**src/hw/rtl/scpa_pkg.sv**
```systemverilog
// Shared types, codes and helpers for the size class page allocator.
package scpa_pkg;

  localparam logic [1:0] FUNC_ALLOC = 2'd0;
  localparam logic [1:0] FUNC_FREE  = 2'd1;
  localparam logic [1:0] FUNC_QUERY = 2'd2;
  localparam logic [1:0] FUNC_RSVD  = 2'd3;

  localparam logic [1:0] ST_OK        = 2'd0;
  localparam logic [1:0] ST_NO_PAGES  = 2'd1;
  localparam logic [1:0] ST_TOO_LARGE = 2'd2;
  localparam logic [1:0] ST_UNASSIGN  = 2'd3;

  localparam logic [15:0] MAX_CLASS_BYTES = 16'd2048;

  typedef enum logic [2:0] {
    OP_NONE,
    OP_CLAIM,
    OP_POP,
    OP_DEC,
    OP_PUSH
  } sc_op_e;

  // Command broadcast to the page cells.
  typedef struct packed {
    sc_op_e     op;
    logic [2:0] cls;
    logic [8:0] val;
  } sc_cmd_t;

  // Page state seen by the controller (zero unless the cell is selected).
  typedef struct packed {
    logic [3:0] cls;
    logic [8:0] head;
    logic [8:0] top;
  } sc_view_t;

  // First slot past the header for class c.
  function automatic logic [8:0] first_slot(logic [2:0] c, int unsigned hdr);
    logic [12:0] t;
    t = 13'(hdr) + (13'd16 << c) - 13'd1;
    return 9'(t >> ({1'b0, c} + 4'd4));
  endfunction

  // Smallest class whose size holds req (req <= 2048).
  function automatic logic [2:0] class_of(logic [15:0] req);
    logic [2:0] c;
    c = 3'd0;
    for (int k = 0; k < 7; k++) begin
      if (req > (16'd16 << k)) c = 3'(k + 1);
    end
    return c;
  endfunction

endpackage

```
**src/hw/rtl/scpa_cell.sv**
```systemverilog
// One page cell: holds a page's class, freed list head and uncarved top slot.
module scpa_cell #(
  parameter int IDX = 0,
  parameter int PW  = 6,
  parameter int HDR = 32
) (
  input  logic              clk_i,
  input  logic              rst_ni,
  input  logic              tok_i,
  input  logic [2:0]        srch_cls_i,
  input  scpa_pkg::sc_cmd_t cmd_i,
  input  logic [PW-1:0]     cmd_page_i,
  input  logic              rd_en_i,
  input  logic [PW-1:0]     rd_page_i,
  output logic              tok_o,
  output logic              hit_o,
  output logic              miss_o,
  output scpa_pkg::sc_view_t view_o
);

  logic       tok_q;
  logic [3:0] cls_q;
  logic [8:0] head_q;
  logic [8:0] top_q;
  logic       match;
  logic       own_cmd;
  logic       sel;

  assign own_cmd = (cmd_page_i == PW'(IDX));

  assign match = (cls_q != 4'd0) && (cls_q == {1'b0, srch_cls_i} + 4'd1) &&
                 ((head_q != 9'd0) || (top_q > scpa_pkg::first_slot(srch_cls_i, HDR)));

  assign hit_o  = tok_q & match;
  assign miss_o = tok_q & (cls_q == 4'd0);
  assign tok_o  = tok_q & ~match & (cls_q != 4'd0);

  assign sel    = hit_o | (rd_en_i & (rd_page_i == PW'(IDX)));
  assign view_o = sel ? scpa_pkg::sc_view_t'{cls: cls_q, head: head_q, top: top_q} : '0;

  always_ff @(posedge clk_i or negedge rst_ni) begin
    if (!rst_ni) begin
      tok_q <= 1'b0;
      cls_q <= 4'd0;
    end else begin
      tok_q <= tok_i;
      if (own_cmd && cmd_i.op == scpa_pkg::OP_CLAIM) cls_q <= {1'b0, cmd_i.cls} + 4'd1;
    end
  end

  always_ff @(posedge clk_i) begin
    if (own_cmd) begin
      case (cmd_i.op)
        scpa_pkg::OP_CLAIM: begin
          head_q <= 9'd0;
          top_q  <= cmd_i.val;
        end
        scpa_pkg::OP_POP:  head_q <= cmd_i.val;
        scpa_pkg::OP_PUSH: head_q <= cmd_i.val;
        scpa_pkg::OP_DEC:  top_q  <= top_q - 9'd1;
        default: ;
      endcase
    end
  end

endmodule

```
**config.mk**
```make
export PLATFORM = sky130hd
export DESIGN_NAME = scpa_cell
export DESIGN_NICKNAME = d
export VERILOG_FILES = /design/src/hw/rtl/scpa_pkg.sv /design/src/hw/rtl/scpa_cell.sv
export SDC_FILE = /design/constraint.sdc
export NUM_CORES = 1
export LEC_CHECK = 0
export ABC_AREA = 1
export BUFFER_PORTS_ARGS = -buffer_cell sky130_fd_sc_hd__buf_2
export CAP_MARGIN = 20
export CORE_ASPECT_RATIO = 0.75
export CORE_MARGIN = 4
export CORE_UTILIZATION = 36
export CTS_CLUSTER_SIZE = 30
export DETAILED_ROUTE_END_ITERATION = 12
export PLACE_DENSITY = 0.67
export SYNTH_ARGS = -nofsm -noshare
export SYNTH_HDL_FRONTEND = slang
export SYNTH_SLANG_ARGS = --single-unit
```
**constraint.sdc**
```tcl
create_clock -name clk_i -period 5.4 [get_ports clk_i]
set_input_delay 0.27 -clock clk_i [delete_from_list [all_inputs] [get_ports clk_i]]
set_output_delay 0.27 -clock clk_i [all_outputs]
set_load 0.02 [all_outputs]
```
## Yosys cells after proc, flatten, opt, wreduce, memory -nomap -nowiden

Cells that the tools add are included.

| storage, ports and cells | value |
|---|---|
| logic and storage cells | 42 |
| output and inout port bits | 25 |
| register bits after elaboration | 23 |
| input port bits | 34 |

| cells by class | value |
|---|---|
| order comparisons | 1 |
| eq/ne operators | 5 |
| muxes and demuxes | 3 |
| add/subtract/negate cells | 6 |
| bitwise gates (word level) | 7 |
| shifts and indexed selects | 2 |
| reductions and logical operators | 14 |

Operator list:

| kind | number |
|---|---|
| 9-bit case mux with 2 select lines | 2 |
| 22-bit 2-to-1 mux | 1 |
| 6-bit by 13-bit adder with 13-bit output (first input constant) | 1 |
| 5-bit by 3-bit left shift with 13-bit output (first input constant) | 1 |
| 13-bit by 4-bit right shift with 9-bit output | 1 |
| 13-bit by 1-bit subtractor with 13-bit output (second input constant) | 1 |
| 6-bit zero test | 2 |
| 9-bit greater-than comparator | 1 |
| 9-bit nonzero test | 1 |
| 9-bit by 1-bit subtractor with 9-bit output (second input constant) | 1 |
| 3-bit by 1-bit adder with 4-bit output (second input constant) | 2 |
| 3-bit by 2-bit equality test with 1-bit output (second input constant) | 2 |
| 1-bit AND | 5 |
| 3-bit by 3-bit adder with 4-bit output (second input constant) | 1 |
| 4-bit equality test | 1 |
| 4-bit zero test | 1 |
| 2-bit AND reduction | 2 |
| 2-bit nonzero test | 2 |
| 4-bit nonzero test | 1 |
| 3-bit by 1-bit equality test with 1-bit output (second input constant) | 1 |
| 3-bit equality test (second input constant) | 1 |
| 1-bit logical AND | 3 |
| 2-bit OR reduction | 1 |
| 1-bit logical OR | 1 |
| 2 further kinds | 2 |

## Logic depth before layout (Yosys ltp)

Gate-level depths: netlist (run 1).

| depth | value |
|---|---|
| depth in word-level cells | 10 |
| mapped depth | 22 |
| mapped depth without buffers | 20 |

## Worst setup path after synthesis (run 1)

Ideal clock, no wire load.

| timing path | value |
|---|---|
| kind | input to output |
| start | input port srch_cls_i[1] |
| end | output port view_o[12] in the netlist's numbering |
| cell stages on the path | 21 |
| required time | 5.130 ns |
| buffers on the path | 2 |
| arrival time | 2.826 ns |
| path slack | 2.304 ns |
| cell sequence | buf_4 > inv_1 > ha_1 > inv_1 > nor2_1 > ha_1 > nand4_1 > o21ai_0 > o21ai_0 > o21ai_0 > nand2_1 > ha_1 > nand2_1 > nor2_1 > nand3_1 > nand3_1 > nand2_1 > nand2_2 > nand3_2 > buf_6 > a21oi_1 |

RTL lines:

| element | line | RTL |
|---|---|---|
| start, declared | scpa_cell.sv:10 | `input logic [2:0] srch_cls_i,` |
| end, declared | scpa_cell.sv:18 | `output scpa_pkg::sc_view_t view_o` |

==> results of run 1 <==
[where the power goes]
part	internal (mW)	total [mW]	switching [mW]
combinational	0.0301	0.0734	0.0433
clock	0.0516	0.110	0.0583
sequential	0.194	0.197	0.00211
total	0.276	0.380	0.104
[cell usage after synthesis (all sizes together)]
library cell  instances
o22ai                 2
inv                  48
nand2                41
nor4                  1
a31oi                 1
conb                  1
o21ai                20
nor2                 27
dfrtp                 5
nor3                  5
a21oi                30
o21a                  1
nand3                14
clkbuf                3
and3                  1
xnor2                 2
buf                   5
nand4                 6
o211ai                2
xor2                  8
ha                   14
or2                   2
nand3b                1
edfxtp               18
[kinds of logic (layout without fill, tap and decap cells)]
group                      Yosys count  in the layout
AOI/OAI and AO/OA                   56             56
buffers and inverters               56            114
other                                1              1
xor gates and xnor gates            10             10
adders and majority gates           14             14
DFF                                 23             23
and+or+nand+nor                     98             98
[layout make-up]
class                      count  area [um^2]  share of cell area [%]
tap                           72        90.09                   3.848
timing repair buffer          62        330.3                   14.11
clock buffer                   3        41.29                   1.764
multi-input combinational    179         1028                   43.93
sequential                    23        665.6                   28.43
clock inverter                 1        5.005                  0.2138
inverter                      48        180.2                   7.696
[how the worst max path moves through the flow]
stage	end	slack, ps	start	cells after the start
after floorplan	view_o[12]	2300	srch_cls_i[1]	21
after global placement	view_o[17]	1630	srch_cls_i[0]	21
after detailed placement	view_o[17]	1580	srch_cls_i[0]	20
after CTS	view_o[17]	1580	srch_cls_i[0]	20
after global routing	view_o[13]	1280	srch_cls_i[0]	21
final	view_o[16]	1570	srch_cls_i[0]	21
[metal layers]
| layer | track usage, % | wire length (um) | share of wire [%] |
|---|---|---|---|
| met3 | 2.623 | 319 | 6.6 |
| met5 | 0 | 0 | 0 |
| met1 | 19.47 | 2168 | 45 |
| met2 | 23.55 | 2268 | 47 |
| met4 | 3.295 | 51 | 1.1 |
[placed cells by master, fill, tap and decap left out, types with 2 or more instances in the layout]
master    instances
dfrtp_1           5
a21oi_2          10
o22ai_1           2
nand4_1           6
nor3_1            5
inv_2             4
ha_1             14
buf_2            58
nand2_1          39
nor2_1           26
o21ai_1           2
o211ai_1          2
buf_4             2
nand2_2           2
o21ai_0          18
clkbuf_8          3
xor2_1            8
inv_1            44
xnor2_1           2
nand3_1          13
a21oi_1          20
edfxtp_1         18
[flip-flops by register name (all words and copies together) (netlist names)]
signal and flops:
head_q 9, top_q 9, cls_q 4, tok_q 1
[timing repair]
action | in CTS | in global routing
endpoints found under the hold margin | 5 | 0
hold buffers | 1 | 0
endpoints found under the setup margin | 0 | 0
==> results.yml, run 1 <==
status:
  status: "finished, final reports clean"
power_and_ir_drop:
  fin_total_pwr_mw: 0.3799
  ir_worst_vdd_uv: 96.80
  power.density_nw_per_um2: 162.3
  power.leakage_nw: 1.219
clock_tree:
  post_cts_resize_count: 0
  cts_inserted_buffers: 3
  setup_fix_bufs_post_cts: 0
  cts_htree_levels: 1
  cts_num_sinks: 23
  cts_buffer_depth: 2
  clk_pin_slew_ps: 90
  clock_tree.root_cell: "clkbuf_8"
  clock_latency_ps: 270
  cts_tree: "built"
synthesis:
  synth_top_area_share_pct: 28.03
  yosys-mux-area-fraction_pct: 0
  synthXorXnorAreaFrac_pct: 4.543
  netlist_area_um2: 1928
  synth_compound_gate_area_share_pct: 17.07
  synthesis.area_per_instance_um2: 7.473
  postSynthCellCount: 258
  ys_ff_latch: 23
  post_synth_num_cell_types: 33
  synth.largest_area_cell: "edfxtp_1"
  dominant_combinational_cell_family_by_area_after_synthesis: "simple AND/OR/NAND/NOR gates"
  yosys-top-cells-area: "edfxtp_1 28%, ha_1 9.1%, inv_1 8.6%"
  synthSimpleGateAreaFrac_pct: 22.45
  synthAdderAreaFrac_pct: 9.085
  synth_nets: 306
  ys_seq_area_share_pct: 34.52
  yosysWarnings: 0
critical_path:
  crit_path_end_kind: "primary output"
  worst-r2r-cell-count: 7
  path_common_cell: "nand2_1"
  crit_required_ps: 5130
  timing_worst_setup_path_type: "input port to primary output"
  cpMaxStageDelayCell: "nand3_2"
  path_buf_inv: 4
  crit_chain: "buf_2 > inv_1 > ha_1 > inv_1 > nor2_1 > ha_1 > xor2_1 > o21ai_0 > o211ai_1 > nand2_1 > nand2_1 > ha_1 > nand2_1 > nor2_1 > nand3_1 > nand3_1 > nand2_1 > nand2_2 > nand3_2 > a21oi_1 > buf_2"
  r2r_slack_ps: 3770
  worstPathMaxFanout: 23
  timing.rr.end: "top_q[6]"
  critical_path.max_stage_delay_ps: 450
  r2r-start: "top_q[0]"
  critPathTopFamily: "simple AND/OR/NAND/NOR gates"
  worst-endpoint-arrival_ps: 3560
  worstSetupStartpointType: "input port"
global_route:
  antenna_found_initial: 0
  first_pass_grt_wire_length_um: 7797
  grt_start_max_net_pins: 24
  grt_pass1_vias: 1768
  globalRouteTotalUtil_pct: 14.26
  grt_remaining_overflow: 0
worst_hold_path:
  holdPathEnd: "tok_q"
  worst_hold_path_type: "input port to flip-flop"
  worst_hold_path.num_cells: 1
  holdCritStartpoint: "tok_i"
route:
  drc_errors_left: 0
  drt_wl_total_um: 4808
  via_count: 1892
  firstDrtPassIters: 4
  postRouteAntennaNets: 0
  detailedRoute.firstIterationViolations: 104
  post_drt_via_cell_ratio: 4.876
  average_routed_wire_per_standard_cell_um: 12.39
finish:
  drive_above_1_share_pct: 26.58
  layoutNonFillerInstCount: 388
  finalNetCount: 365
  final.fill_count: 514
  antenna_cells: 0
  end_of_flow_core_utilization_pct: 46.47
  stdcell_area_um2: 2341
  flow.area_growth_from_synthesis_pct: 21.41
place:
  placement.io_buffers: 58
  dp_worst_setup_slack_ps: 1581
  placed_area_um2: 2270
  post-dp-hpwl_um: 3923
  routabilityCongestion: 0.8551
  post-place-cells: 382
floorplanning:
  floorplan.initialDensity_pct: 38.28
  design.die.area_um2: 6603
  floorplan.core_area_um2: 5037
  floorplan.die.width_um: 92.51
  floorplan.rows: 22
  boundaryPins: 59
  die_height_um: 71.38
timing:
  timing.final.ws_setup_ps: 1568
  timing.max_slew.rel_slack_pct: 32.65
  final.hold.worst_slack_ps: 100.4
  achievable-frequency_mhz: 261.0
  tightest_slew_ps: 1002
  totalNegativeSetupSlack_ps: 0
  finalClockSkew_ps: 3.272
  period_needed_ps: 3832
  post-route-period-util_pct: 70.97
  rsz_0062_raised_after_global_routing: "false"
  final_report_setup_violation_count: 0
  finalHoldViolCount: 0
  final-max-slew-violation-count: 0
job:
  max_cap_viol_count: 0
Note: power is estimated with default switching activity, not from simulation.
==> run 2: changes to the inputs <==
==> constraint.sdc (replaced) <==
create_clock -name clk_i -period 3.8 [get_ports clk_i]
set_input_delay 0.19 -clock clk_i [delete_from_list [all_inputs] [get_ports clk_i]]
set_output_delay 0.19 -clock clk_i [all_outputs]
set_load 0.02 [all_outputs]
==> run 2 against run 1 <==
Against the previous run:
- core utilization rose by 0.12 points
- sequential cell count unchanged
- global-route usage rose by 0.36 points
- sequential power grew 42%
- via count shrank 1.1%
- final cell count up 0.26%
- non-clock buffer count up 1
- register-to-register slack got worse by 1600 ps
- sequential share of layout area down 0.076 points
- critical path type unchanged
- largest cell class unchanged
- highest routed layer unchanged
==> results.yml, run 2 (same netlist as run 1, synthesis figures left out) <==
floorplanning:
  floorplan.die.width_um: 92.51
  die_height_um: 71.38
  floorplan.core_area_um2: 5037
  boundaryPins: 59
  design.die.area_um2: 6603
  floorplan.initialDensity_pct: 38.28
  floorplan.rows: 22
route:
  via_count: 1871
  postRouteAntennaNets: 0
  drt_wl_total_um: 4834
  average_routed_wire_per_standard_cell_um: 12.43
  detailedRoute.firstIterationViolations: 56
  post_drt_via_cell_ratio: 4.810
  drc_errors_left: 0
  firstDrtPassIters: 4
finish:
  layoutNonFillerInstCount: 389
  largest_registers_ranked_by_flip_flop_count: "head_q (9), top_q (9), cls_q (4)"
  most-common-layout-cells: "58 x buf_2, 44 x inv_1, 39 x nand2_1"
  leading_cell_type_in_the_layout_fill_and_taps_excluded: "buf_2"
  flow.area_growth_from_synthesis_pct: 21.74
  finalNetCount: 366
  final.fill_count: 536
  end_of_flow_core_utilization_pct: 46.60
  antenna_cells: 0
  drive_above_1_share_pct: 26.81
timing:
  finalClockSkew_ps: 5.580
  finalHoldViolCount: 0
  tightest_slew_ps: 1000
  achievable-frequency_mhz: 295.8
  rsz_0062_raised_after_global_routing: "false"
  period_needed_ps: 3381
  timing.max_slew.rel_slack_pct: 32.82
  final_report_setup_violation_count: 0
  final.hold.worst_slack_ps: 28.08
  totalNegativeSetupSlack_ps: 0
  final-max-slew-violation-count: 0
  post-route-period-util_pct: 88.97
place:
  placement.io_buffers: 58
  post-dp-hpwl_um: 3900
  post-place-cells: 383
  routabilityCongestion: 0.8775
power_and_ir_drop:
  fin_total_pwr_mw: 0.5432
  power.density_nw_per_um2: 231.4
  ir_worst_vdd_uv: 140.4
  power.leakage_nw: 1.217
clock_tree:
  cts_num_sinks: 23
  cts_htree_levels: 1
  cts_buffer_depth: 2
  cts_tree: "built"
  cts_inserted_buffers: 3
  clk_pin_slew_ps: 90
  clock_latency_ps: 270
  clock_tree.root_cell: "clkbuf_8"
  setup_fix_bufs_post_cts: 0
critical_path:
  path_common_cell: "nand2_1"
  crit_chain: "buf_2 > inv_1 > ha_1 > inv_1 > nor2_1 > ha_1 > xor2_1 > o21ai_0 > o211ai_1 > nand2_1 > nand2_1 > ha_1 > nand2_1 > nor2_1 > nand3_1 > nand3_1 > nand2_1 > nand2_2 > nand3_2 > buf_4 > a21oi_1 > buf_2"
  critPathTopFamily: "buffers and inverters"
  timing_worst_setup_path_type: "input port to primary output"
  worstSetupStartpointType: "input port"
  crit_required_ps: 3610
  crit_path_end_kind: "primary output"
  path_buf_inv: 5
  critical_path.startpoint: "srch_cls_i[0]"
  worst-endpoint-arrival_ps: 3190
  worstPathMaxFanout: 23
  r2r-start: "top_q[0]"
  cpMaxStageDelayCell: "ha_1"
  critical_path.max_stage_delay_ps: 280
global_route:
  grt_pass1_vias: 1801
  globalRouteTotalUtil_pct: 14.62
  first_pass_grt_wire_length_um: 7962
  grt_start_max_net_pins: 24
  grt_remaining_overflow: 0
  antenna_found_initial: 0
worst_hold_path:
  worst_hold_path_type: "input port to flip-flop"
  holdCritStartpoint: "tok_i"
job:
  max_cap_viol_count: 0
status:
  status: "finished, final reports clean"
run 2: worst register-to-register path: stages (launching register included):
cell      delay (ps)
edfxtp_1         400
inv_1            210
ha_1             260
nand2_1           90
nor2_1           150
nand2_1           80
xor2_1           140
o21ai_0           90
run 2: stage by stage:
| stage | worst slack [ps] | cell area (um^2) |
|---|---|---|
| 2_1_floorplan | 864.2 | 1928 |
| 3_3_place_gp | 479.3 | 2270 |
| 3_5_place_dp | 412.2 | 2277 |
| 4_1_cts | 406.1 | 2336 |
| 5_1_grt | 117.5 | 2347 |
| 6_report | 419.2 | 2347 |
run 2: worst paths after layout:
kind / end / slack (ps) / cells past startpoint
hold reg to reg: cls_q[0] / 570 / 1
setup reg to reg: top_q[6] / 2140 / 7
min in group asynchronous: cls_q[3] / 260 / 2
hold / removal: tok_q / 30 / 1
setup / recovery: view_o[17] / 420 / 22
max in group asynchronous: cls_q[1] / 3420 / 2
run 2: area by class of cell:
type	instances	area, um^2	share of cell area (%)
Timing Repair Buffer	63	334.1	14.23
Tap cell	72	90.09	3.838
Clock inverter	1	7.507	0.3198
Inverter	48	180.2	7.676
Clock buffer	3	41.29	1.759
Sequential cell	23	665.6	28.36
Multi-Input combinational cell	179	1028	43.82
run 2: repair_timing:
item	in CTS	in global routing
resized for setup	0	0
endpoints found under the hold margin	5	0
hold buffers	1	0
endpoints found under the setup margin	0	0
run 2: layer usage:
metal | up-vias | track usage, % | wire, um
li1 | 961 | - | -
met1 | 842 | 20.18 | 2326
met2 | 62 | 23.79 | 2192
met3 | 6 | 2.938 | 274
met4 | 0 | 3.130 | 41
met5 | - | 0 | 0
run 2: report_power, final:
part / internal, mW / total [mW] / leakage (nW) / switching, mW
clock network: 0.0742 / 0.159 / 0.0217 / 0.0847
registers: 0.276 / 0.279 / 0.201 / 0.00288
logic: 0.0430 / 0.105 / 0.995 / 0.0622
